File: src/design/dlrg_pkg.sv
// Package for the dense layer with ReLU/GELU activation.
// Payload structs, register indexes, action codes and the tanh table.
// No dependencies.
package dlrg_pkg;

  localparam int MAX_IN    = 64;
  localparam int MAX_OUT   = 16;
  localparam int DATA_BITS = 16;
  localparam int ACC_BITS  = 40;
  localparam int ROW_W     = 6;
  localparam int COL_W     = 4;
  localparam int WADDR_W   = ROW_W + COL_W;

  localparam logic [1:0] ACT_WEIGHT = 2'd0;
  localparam logic [1:0] ACT_BIAS   = 2'd1;
  localparam logic [1:0] ACT_ELEM   = 2'd2;

  localparam logic [1:0] REG_IN_SIZE  = 2'd0;
  localparam logic [1:0] REG_OUT_SIZE = 2'd1;
  localparam logic [1:0] REG_ACT_MODE = 2'd2;

  typedef struct packed {
    logic [1:0]                  action;
    logic [ROW_W-1:0]            row_pos;
    logic [COL_W-1:0]            col_pos;
    logic signed [DATA_BITS-1:0] value;
  } in_word_t;

  typedef struct packed {
    logic [COL_W-1:0]            out_pos;
    logic signed [DATA_BITS-1:0] out_value;
    logic                        is_last;
  } out_word_t;

  // controller -> datapath commands
  typedef struct packed {
    logic             latch_in;   // capture input word
    logic             mac;        // issue weight/bias read for column col
    logic             act;        // issue accumulator read for column col
    logic [COL_W-1:0] col;
  } dp_cmd_t;

  // datapath -> controller status
  typedef struct packed {
    logic busy;       // pipeline still has ops in flight
    logic out_valid;  // output register full
  } dp_sts_t;

  function automatic logic [16:0] tanh_tab(input logic [4:0] i);
    case (i)
      5'd0:  tanh_tab = 17'd0;
      5'd1:  tanh_tab = 17'd16051;
      5'd2:  tanh_tab = 17'd30285;
      5'd3:  tanh_tab = 17'd41625;
      5'd4:  tanh_tab = 17'd49912;
      5'd5:  tanh_tab = 17'd55593;
      5'd6:  tanh_tab = 17'd59320;
      5'd7:  tanh_tab = 17'd61694;
      5'd8:  tanh_tab = 17'd63179;
      5'd9:  tanh_tab = 17'd64096;
      5'd10: tanh_tab = 17'd64659;
      5'd11: tanh_tab = 17'd65000;
      5'd12: tanh_tab = 17'd65212;
      5'd13: tanh_tab = 17'd65340;
      5'd14: tanh_tab = 17'd65417;
      5'd15: tanh_tab = 17'd65464;
      5'd16: tanh_tab = 17'd65492;
      default: tanh_tab = 17'd65536;
    endcase
  endfunction

endpackage

File: src/design/dlrg_ctrl.sv
// Controller for the dense layer: walks columns for MAC and activation passes.
// Depends on dlrg_pkg.
module dlrg_ctrl (
  input  logic                clk,
  input  logic                rst_n,
  input  logic                in_valid,
  output logic                in_ready,
  input  dlrg_pkg::in_word_t  in_data,
  input  logic [6:0]          n_in,
  input  logic [4:0]          n_out,
  output dlrg_pkg::dp_cmd_t   cmd,
  input  dlrg_pkg::dp_sts_t   sts
);
  import dlrg_pkg::*;

  typedef enum logic [1:0] {S_IDLE, S_MAC, S_DRAIN, S_ACT} state_t;

  state_t           state_r, state_nxt;
  logic [COL_W-1:0] col_r, col_nxt;
  logic             rel_r, rel_nxt;
  logic             acc_in;
  logic [COL_W-1:0] last_col;

  assign last_col = n_out[COL_W-1:0] - 1'b1;
  assign in_ready = (state_r == S_IDLE);
  assign acc_in   = in_valid && in_ready;

  always_comb begin
    state_nxt    = state_r;
    col_nxt      = col_r;
    rel_nxt      = rel_r;
    cmd          = '0;
    cmd.col      = col_r;
    cmd.latch_in = acc_in;
    case (state_r)
      S_IDLE: begin
        if (acc_in && in_data.action == ACT_ELEM &&
            {1'b0, in_data.row_pos} < n_in) begin
          state_nxt = S_MAC;
          col_nxt   = '0;
          rel_nxt   = ({1'b0, in_data.row_pos} == n_in - 7'd1);
        end
      end
      S_MAC: begin
        cmd.mac = 1'b1;
        col_nxt = col_r + 1'b1;
        if (col_r == last_col) begin
          col_nxt   = '0;
          state_nxt = rel_r ? S_DRAIN : S_IDLE;
        end
      end
      S_DRAIN: begin
        if (!sts.busy) state_nxt = S_ACT;
      end
      S_ACT: begin
        if (!sts.busy && !sts.out_valid) begin
          cmd.act = 1'b1;
          col_nxt = col_r + 1'b1;
          if (col_r == last_col) state_nxt = S_IDLE;
        end
      end
      default: state_nxt = S_IDLE;
    endcase
  end

  always_ff @(posedge clk) begin
    if (!rst_n) begin
      state_r <= S_IDLE;
      col_r   <= '0;
      rel_r   <= 1'b0;
    end else begin
      state_r <= state_nxt;
      col_r   <= col_nxt;
      rel_r   <= rel_nxt;
    end
  end
endmodule

File: config.mk
export PLATFORM = sky130hd
export DESIGN_NAME = dlrg_ctrl
export DESIGN_NICKNAME = d
export VERILOG_FILES = /design/src/design/dlrg_pkg.sv /design/src/design/dlrg_ctrl.sv
export SDC_FILE = /design/constraint.sdc
export NUM_CORES = 1
export LEC_CHECK = 0
export BUFFER_PORTS_ARGS = -buffer_cell sky130_fd_sc_hd__buf_2
export CAP_MARGIN = 20
export CORE_MARGIN = 2
export CORE_UTILIZATION = 45
export CTS_CLUSTER_DIAMETER = 120
export DETAILED_ROUTE_END_ITERATION = 8
export PLACE_DENSITY = 0.83
export SKIP_LAST_GASP = 1
export SYNTH_ARGS = -nofsm -noshare
export SYNTH_HDL_FRONTEND = slang
export SYNTH_SLANG_ARGS = --single-unit
File: constraint.sdc
create_clock -name clk -period 3.43 [get_ports clk]
set_input_delay 0.686 -clock clk [delete_from_list [all_inputs] [get_ports clk]]
set_output_delay 0.686 -clock clk [all_outputs]
set_load 0.005 [all_outputs]
== After elaboration in Yosys (flattened, before gate mapping) ==
Index checks and enable logic that the tools add are counted.

* Reduce and logical (&&, ||, !) cells: 11
* $add $sub $neg: 3
* Mux-type cells: 14
* Equality and inequality tests: 11
* $lt $le $gt $ge: 1

{| class="wikitable"
|+ Operators with widths
! cell !! number
|-
| 2-bit 2-to-1 mux || 6
|-
| 4-bit 2-to-1 mux || 3
|-
| 4-bit one-hot mux with 3 select lines || 1
|-
| 2-bit inequality test, second input constant || 4
|-
| 2-bit one-hot mux with 4 select lines || 1
|-
| 6-bit by 7-bit == test with 1-bit output || 1
|-
| 6-bit by 7-bit < comparator with 1-bit output || 1
|-
| 7-bit by 1-bit subtractor with 7-bit output, second input constant || 1
|-
| 2-bit == test, second input constant || 3
|-
| 5-bit AND reduction || 1
|-
| 4-bit by 1-bit adder with 4-bit output, second input constant || 1
|-
| 4-bit == test || 1
|-
| 1-bit logical AND || 4
|-
| 4-bit by 1-bit subtractor with 4-bit output, second input constant || 1
|-
| 1-bit 2-to-1 mux || 3
|-
| 3-bit AND reduction || 1
|-
| 3-bit nonzero test || 1
|-
| 2-bit by 1-bit == test with 1-bit output, second input constant || 1
|-
| 1-bit logical NOT || 2
|-
| 2-bit logical NOT || 1
|-
| 2-bit by 1-bit inequality test with 1-bit output, second input constant || 1
|-
| 2-bit AND reduction || 1
|}

* Flip-flop bits (word level): 7
* Output and inout port bits: 8
* Logic and storage cells: 43

== Longest topological paths before layout ==
Gate-level depths: netlist (run 1).

* Word-level depth: 6
* Mapped depth: 7

== Worst setup path after synthesis (run 1) ==
OpenSTA, ideal clock, no wires.

* Path kind: input -> register
* Start point: in n_in[1]
* End point: reg col_r[3]
* Cell stages on the path: 7
* Required time: 3.313 ns
* Setup time: 0.117 ns
* Path slack: 1.253 ns
* Arrival time: 2.060 ns
* Path through: inv_1 -> ha_1 -> nor2b_1 -> o2111ai_1 -> a2111oi_1 -> o41ai_1 -> a32o_2

* Word-level cells in the longest chain between the ends: 4

{| class="wikitable"
|+ Ends and longest elaborated chain
! item !! line !! source
|-
| from (decl) || dlrg_ctrl.sv:9 || <nowiki>input logic [6:0] n_in,</nowiki>
|-
| 6-bit by 7-bit < comparator with 1-bit output || dlrg_ctrl.sv:38 || <nowiki>{1'b0, in_data.row_pos} < n_in) begin</nowiki>
|-
| 1-bit logical AND || dlrg_ctrl.sv:37 || <nowiki>if (acc_in && in_data.action == ACT_ELEM &&</nowiki>
|-
| 2-bit by 1-bit inequality test with 1-bit output (no source line) || n/a ||
|-
| 3-bit AND reduction (no source line) || n/a ||
|-
| to (signal assigned) || dlrg_ctrl.sv:73 || <nowiki>col_r <= col_nxt;</nowiki>
|-
| to (decl) || dlrg_ctrl.sv:19 || <nowiki>logic [COL_W-1:0] col_r, col_nxt;</nowiki>
|}

Every way passes these cells.
A chain may end at the register's enable or synchronous reset.

== Worst setup path in the final report (run 1) ==
* Start point: in n_in[3]
* End point: reg col_r[3]

Same word-level chain as after synthesis.

==> key figures, run 1 <==
STA
  • Final hold viol count: 0
  • Worst Skew: 6.61 ps
  • Slew Viols, Final: 0
  • Setup ws final: 1110 ps
  • Final setup violation count: 0
  • RSZ-0062 raised after global routing: no
  • Crit share post-route: 0.675
  • Fmax: 432 MHz
  • Normalized max-slew margin: 0.528
  • Hold WS: 465 ps
  • Worst-Margin Slew: ~710 ps
  • Setup tns final: 0 ps
  • Minimum clock period after layout: about 2300 ps

Layout
  • Share of cells above drive strength 1: 0.287
  • Nets@finish: about 190
  • Synthesis-to-layout area growth: 23.4%
  • Antenna diodes: 0
  • # fillers: 174

Placed design
  • Pre-CTS setup slack: between 800 and 900 ps
  • PortBufs: 31
  • Dpl hpwl: 1650 um
  • Gpl congestion: approximately 0.83

Synthesis
  • Syn Std Cell Area: 830 um2
  • Syn Area/Cell: 8.05 um2
  • Synth Area in Adders: 0.136
  • Mapped Nets: between 150 and 200
  • Main combinational cell family by area after synthesis: simple AND/OR/NAND/NOR gates
  • Cell taking the most area after synthesis: dfxtp_1
  • Synth Area in Compound Gates: 0.179
  • Top cells by area, synth: dfxtp_1 (17%), ha_1 (14%), xnor2_1 (9.5%), inv_1 (5.9%), nand2_1 (3.2%)
  • Post-synth EDFFs: 0
  • #FFs+latches synth: 7
  • Count of different cell masters after synthesis: between 40 and 50
  • Synth Area in Simple Gates: 0.284
  • Most instantiated cells after synthesis: inv_1 (13), ha_1 (9), xnor2_1 (9)
  • Synth warn: 0
  • Synth Area in XOR/XNOR: 0.127
  • Post-synthesis mux area share: 0.0241
  • Post-synth top flop: dfxtp_1
  • Post-Syn Instances: around 100
  • Yosys top cell area share: 0.169
  • Sequential-to-total area share from yosys stat: 0.169
  • Most common cell in the netlist: inv_1
  • Async S/R FF share, synth: 0

GRT
  • First-pass GRT wire length: 3120 um
  • Pin count of the biggest net entering global routing: 11
  • Congestion Overflow GR: 0
  • Vias in the first global route: 757
  • Initial antenna violation count: 0
  • Global-route usage over all layers: 0.201

Clock tree
  • CTS H-tree lvls: 1
  • Max clock buf depth: 2
  • Post-CTS Repair Setup Buffers: 0
  • TritonCTS clock tree: built
  • Clock sink total: 7
  • CTS Buf Count: 3
  • Root buf cell: clkbuf_4
  • Hold Buf Count CTS: 0
  • Clock latency on the worst-skew pair: 260 ps
  • Clock-pin slew on the worst setup and hold paths: approximately 60 ps
  • CTS resizes: 0

Critical path
  • Reg-to-reg startpoint: col_r[3]
  • CP max FO: 4
  • R2r endpoint: col_r[2]
  • Crit path kind: input port to flop
  • Crit path capture type: flop
  • Crit start category: input port
  • R2r setup slk: 1690 ps
  • Data arrival, critical path: 2470 ps
  • R2R depth: 5
  • CP required: 3580 ps

Power
  • Switching pwr: 0.0783 mW
  • Clock share of power: 0.326
  • Power Dens Cells: 238 nW/um2
  • Comb pwr share: 0.323
  • Leak Pwr: 0.504 nW
  • Sw Share: 0.321
  • Sequential power share: 0.351
  • Internal Power: between 0.15 and 0.2 mW
  • VDD IR-drop max: 0.000125 V

Floorplanning
  • Die Span X: 46.9 um
  • Die Y: 46.9 um
  • Rows: 15
  • I/O Pins: 53
  • Core footprint: 1730 um2
  • Initial Utilization: 0.480
  • Full die area: 2200 um2

Flow run
  • Max_cap viols: 0

Min path
  • Min-delay worst type: flop to flop
  • Hold Path Stages: 2
  • HP Start: rel_r
  • Hold Path Sink: rel_r

Drt
  • Wirelength per Cell: 12.2 um
  • Via count: 880
  • DRT iter0 DRCs: 14
  • DRT Wirelength: 1970 um
  • Post-route ant nets: 0
  • Drt drc: 0
  • Via density: around 5.5
  • TritonRoute pass-1 iters: 4

Outcome
  • Status: finished, final reports clean
==> stage by stage <==
step | area, um2 | total power, mW | util | cells
detailed placement | 997 | 0.166 | 0.578 | 157
floorplan | 830 | 0.135 | - | 103
CTS | 1020 | 0.245 | 0.593 | 161
finish | 1020 | 0.244 | 0.593 | 161
global placement | 997 | 0.162 | 0.578 | 157
global route | 1020 | 0.261 | 0.593 | 161
==> cells in the final DEF (no fill, tap or decap), types with 2 or more instances in the layout <==
cell type   n
ha_1        9
clkbuf_4    3
a21oi_1     3
nor3b_1     2
nor4_1      2
xnor2_1     9
buf_2      31
mux2i_1     2
nand2_1     7
xor2_1      3
o2111ai_1   2
nand3_1     3
nand2b_1    3
inv_1      13
nor2b_1     3
dfxtp_1     7
o21ai_0     4
nor3_1      2
nor2_1      5
==> power groups by stage <==
stage | logic (mW) | clock network [mW] | registers (mW)
after global routing | 0.0883 | 0.0872 | 0.0858
after detailed placement | 0.0785 | 0 | 0.0873
after global placement | 0.0744 | 0 | 0.0872
after CTS | 0.0790 | 0.0807 | 0.0856
after floorplan | 0.0480 | 0 | 0.0868
final | 0.0788 | 0.0795 | 0.0856
==> critical path, cell delays in order <==
cell,delay (ps)
buf_2,110
inv_1,60
ha_1,300
a21o_1,120
a21oi_1,80
a2111oi_1,700
o41ai_1,180
a32o_2,240
==> cells by family (layout without fill, tap and decap cells) <==
logic type	after synthesis	after routing
simple gates	38	38
xor+xnor	12	12
fa+ha+maj	9	9
buf+inv	15	48
flops	7	7
mux	2	2
compound gates	20	20
==> cell type report <==
| type | instances | area (um2) | share of cell area |
|---|---|---|---|
| Multi-Input combinational cell | 81 | 622 | 0.608 |
| Timing Repair Buffer | 31 | 155 | 0.152 |
| Sequential cell | 7 | 140 | 0.137 |
| Inverter | 13 | 48.8 | 0.0477 |
| Tap cell | 25 | 31.3 | 0.0306 |
| Clock buffer | 4 | 26.3 | 0.0257 |
==> worst max-delay path by stage <==
stage	startpoint	end	slack, ps	cells after the start
final	n_in[3]	col_r[3]	1110	8
after global routing	n_in[3]	col_r[3]	1000	8
after CTS	n_in[3]	col_r[3]	1140	8
after detailed placement	n_in[3]	col_r[3]	880	8
after global placement	n_in[1]	col_r[3]	960	8
after floorplan	n_in[1]	col_r[3]	1250	7
==> routing by layer <==
layer | part of all wire | wire [um] | track usage
met3 | 0.046 | 91 | 0.0577
met5 | 0 | 0 | 0
met2 | 0.51 | 1000 | 0.334
met1 | 0.42 | 832 | 0.249
met4 | 0.019 | 37 | 0.0667
(Power assumes the default switching activity.)
==> inputs of run 2 (changes only) <==
- CORE_UTILIZATION: 45 -> 38
- PLACE_DENSITY: 0.83 -> 0.75
- clock period: 3.43 -> 2 ns (I/O delays scaled with it)
==> key figures, run 2 (synthesis results as in run 1) <==
STA
  • Worst Skew: 0.419 ps (-6.19 ps)
  • Minimum clock period after layout: about 1800 ps
  • Crit share post-route: 0.909
  • Slew Viols, Final: 0 (unchanged)
  • RSZ-0062 raised after global routing: no
  • Final setup violation count: 0 (unchanged)
  • Setup tns final: 0 ps (unchanged)
  • Hold WS: 431 ps (-34.6 ps)
  • Final hold viol count: 0 (unchanged)
  • Worst-Margin Slew: 439 ps (-268 ps)
  • Fmax: 550 MHz
  • Normalized max-slew margin: 0.707 (+0.179)

Floorplanning
  • Full die area: 2570 um2 (+17%)
  • Rows: 16 (+1)
  • Die Y: 50.7 um (+8.1%)
  • Core footprint: 2000 um2 (+16%)
  • Die Span X: 50.7 um (+8.1%)
  • I/O Pins: 53 (unchanged)
  • Initial Utilization: 0.414 (-0.0661)

Layout
  • Commonest non-fill, non-tap cells in the layout: buf_2 (31), inv_1 (13), xnor2_1 (9), ha_1 (9), buf_4 (8)
  • Antenna diodes: 0 (unchanged)
  • Nets@finish: 199 (+4.2%)
  • Commonest non-fill, non-tap cell in the layout: buf_2
  • Post-route insts no fill: 171 (+6.2%)
  • Synthesis-to-layout area growth: 30.9%
  • Design area: 1090 um2 (+6.1%)
  • Share of cells above drive strength 1: 0.326 (+0.0396)
  • # fillers: 201 (+16%)
  • Core Util, Final: 0.543 (-0.0503)

Placed design
  • PortBufs: 31 (unchanged)
  • Gpl congestion: 0.797 (-4.5%)
  • Area after DPL: 1060 um2 (+6.3%)
  • Dpl hpwl: 1700 um (+2.7%)
  • Placed insts: 167 (+6.4%)

Clock tree
  • CTS resizes: 0 (unchanged)
  • Clock-pin slew on the worst setup and hold paths: 50 ps (about the same)
  • Max clock buf depth: 2 (unchanged)
  • CTS Buf Count: 3 (unchanged)
  • Clock latency on the worst-skew pair: 250 ps (about the same)
  • Hold Buf Count CTS: 0 (unchanged)
  • Clock sink total: 7 (unchanged)
  • Root buf cell: clkbuf_4
  • CTS H-tree lvls: 1 (unchanged)
  • Post-CTS Repair Setup Buffers: 0 (unchanged)
  • TritonCTS clock tree: built

Drt
  • Via count: 878 (-0.23%)
  • TritonRoute pass-1 iters: 4 (unchanged)
  • Via density: 5.13 (-6.1%)
  • Post-route ant nets: 0 (unchanged)
  • DRT iter0 DRCs: 14 (unchanged)
  • Wirelength per Cell: 11.6 um (-4.8%)
  • Drt drc: 0 (unchanged)
  • DRT Wirelength: 1990 um (+1.1%)

Critical path
  • CP required: 2150 ps (-1430 ps)
  • Data arrival, critical path: 1960 ps (-510 ps)
  • Crit path kind: input port to flop
  • Crit path capture type: flop
  • R2r setup slk: 320 ps (-1370 ps)
  • Crit start category: input port
  • CP max FO: 4 (unchanged)

Outcome
  • Status: finished, final reports clean

GRT
  • First-pass GRT wire length: 3390 um (+8.6%)
  • Pin count of the biggest net entering global routing: 11 (unchanged)
  • Initial antenna violation count: 0 (unchanged)
  • GR Util met1: 0.217 (-0.0322)
  • GR peak layer: met2
  • Congestion Overflow GR: 0 (unchanged)
  • Met3 usage: 0.0268 (-0.0309)
  • Vias in the first global route: 777 (+2.6%)
  • Global-route usage over all layers: 0.168 (-0.0332)
  • Met2 GRT Util: 0.296 (-0.0382)

Power
  • VDD IR-drop max: 0.000232 V (+86%)
  • Power Dens Cells: 391 nW/um2 (+64%)
  • Leak Pwr: 0.543 nW (+7.8%)

Min path
  • Min-delay worst type: input port to flop

Flow run
  • Max_cap viols: 0 (unchanged)
[run 2: changes by cell type in the layout (fill, tap and decap cells not counted)]
cell	delta
buf_4	+8
[run 2: final timing paths]
check	startpoint	endpoint	cells after the start
max	n_in[3]	col_r[3]	9
min	rst_n	state_r[0]	2
min reg2reg	rel_r	rel_r	2
max reg2reg	flop	col_r[3]	5
[run 2: per-stage QoR]
step           power [mW]  setup WS [ps]
4_1_cts             0.428            196
6_report            0.425            182
5_1_grt             0.459           43.9
2_1_floorplan       0.231            109
3_3_place_gp        0.289          -44.9
3_5_place_dp        0.296          -53.5
[run 2: cell type report]
class                      count  area [um2]  share of cell area
multi-input combinational     81         622               0.573
timing repair buffer          39         215               0.198
clock buffer                   4        26.3              0.0242
sequential                     7         140               0.129
inverter                      13        48.8              0.0449
tap                           27        33.8              0.0311
[run 2: routing by layer]
metal / share of wire / routed length, um
met1: 0.45 / 900
met5: 0 / 0
met3: 0.048 / 95
met4: 0.0050 / 10
met2: 0.49 / 980
[run 2: worst max-delay path, cell delays in order]
cell and delay [ps]:
buf_2 80, inv_1 50, ha_1 290, a21o_1 190
a21oi_1 190, a2111oi_1 110, buf_4 160, or2_1 240
a32o_2 260
[run 2: report_power, final]
| part | switching [mW] | internal [mW] | total [mW] |
|---|---|---|---|
| clock network | 0.0548 | 0.0763 | 0.131 |
| logic | 0.0720 | 0.0751 | 0.147 |
| registers | 0.00478 | 0.142 | 0.147 |
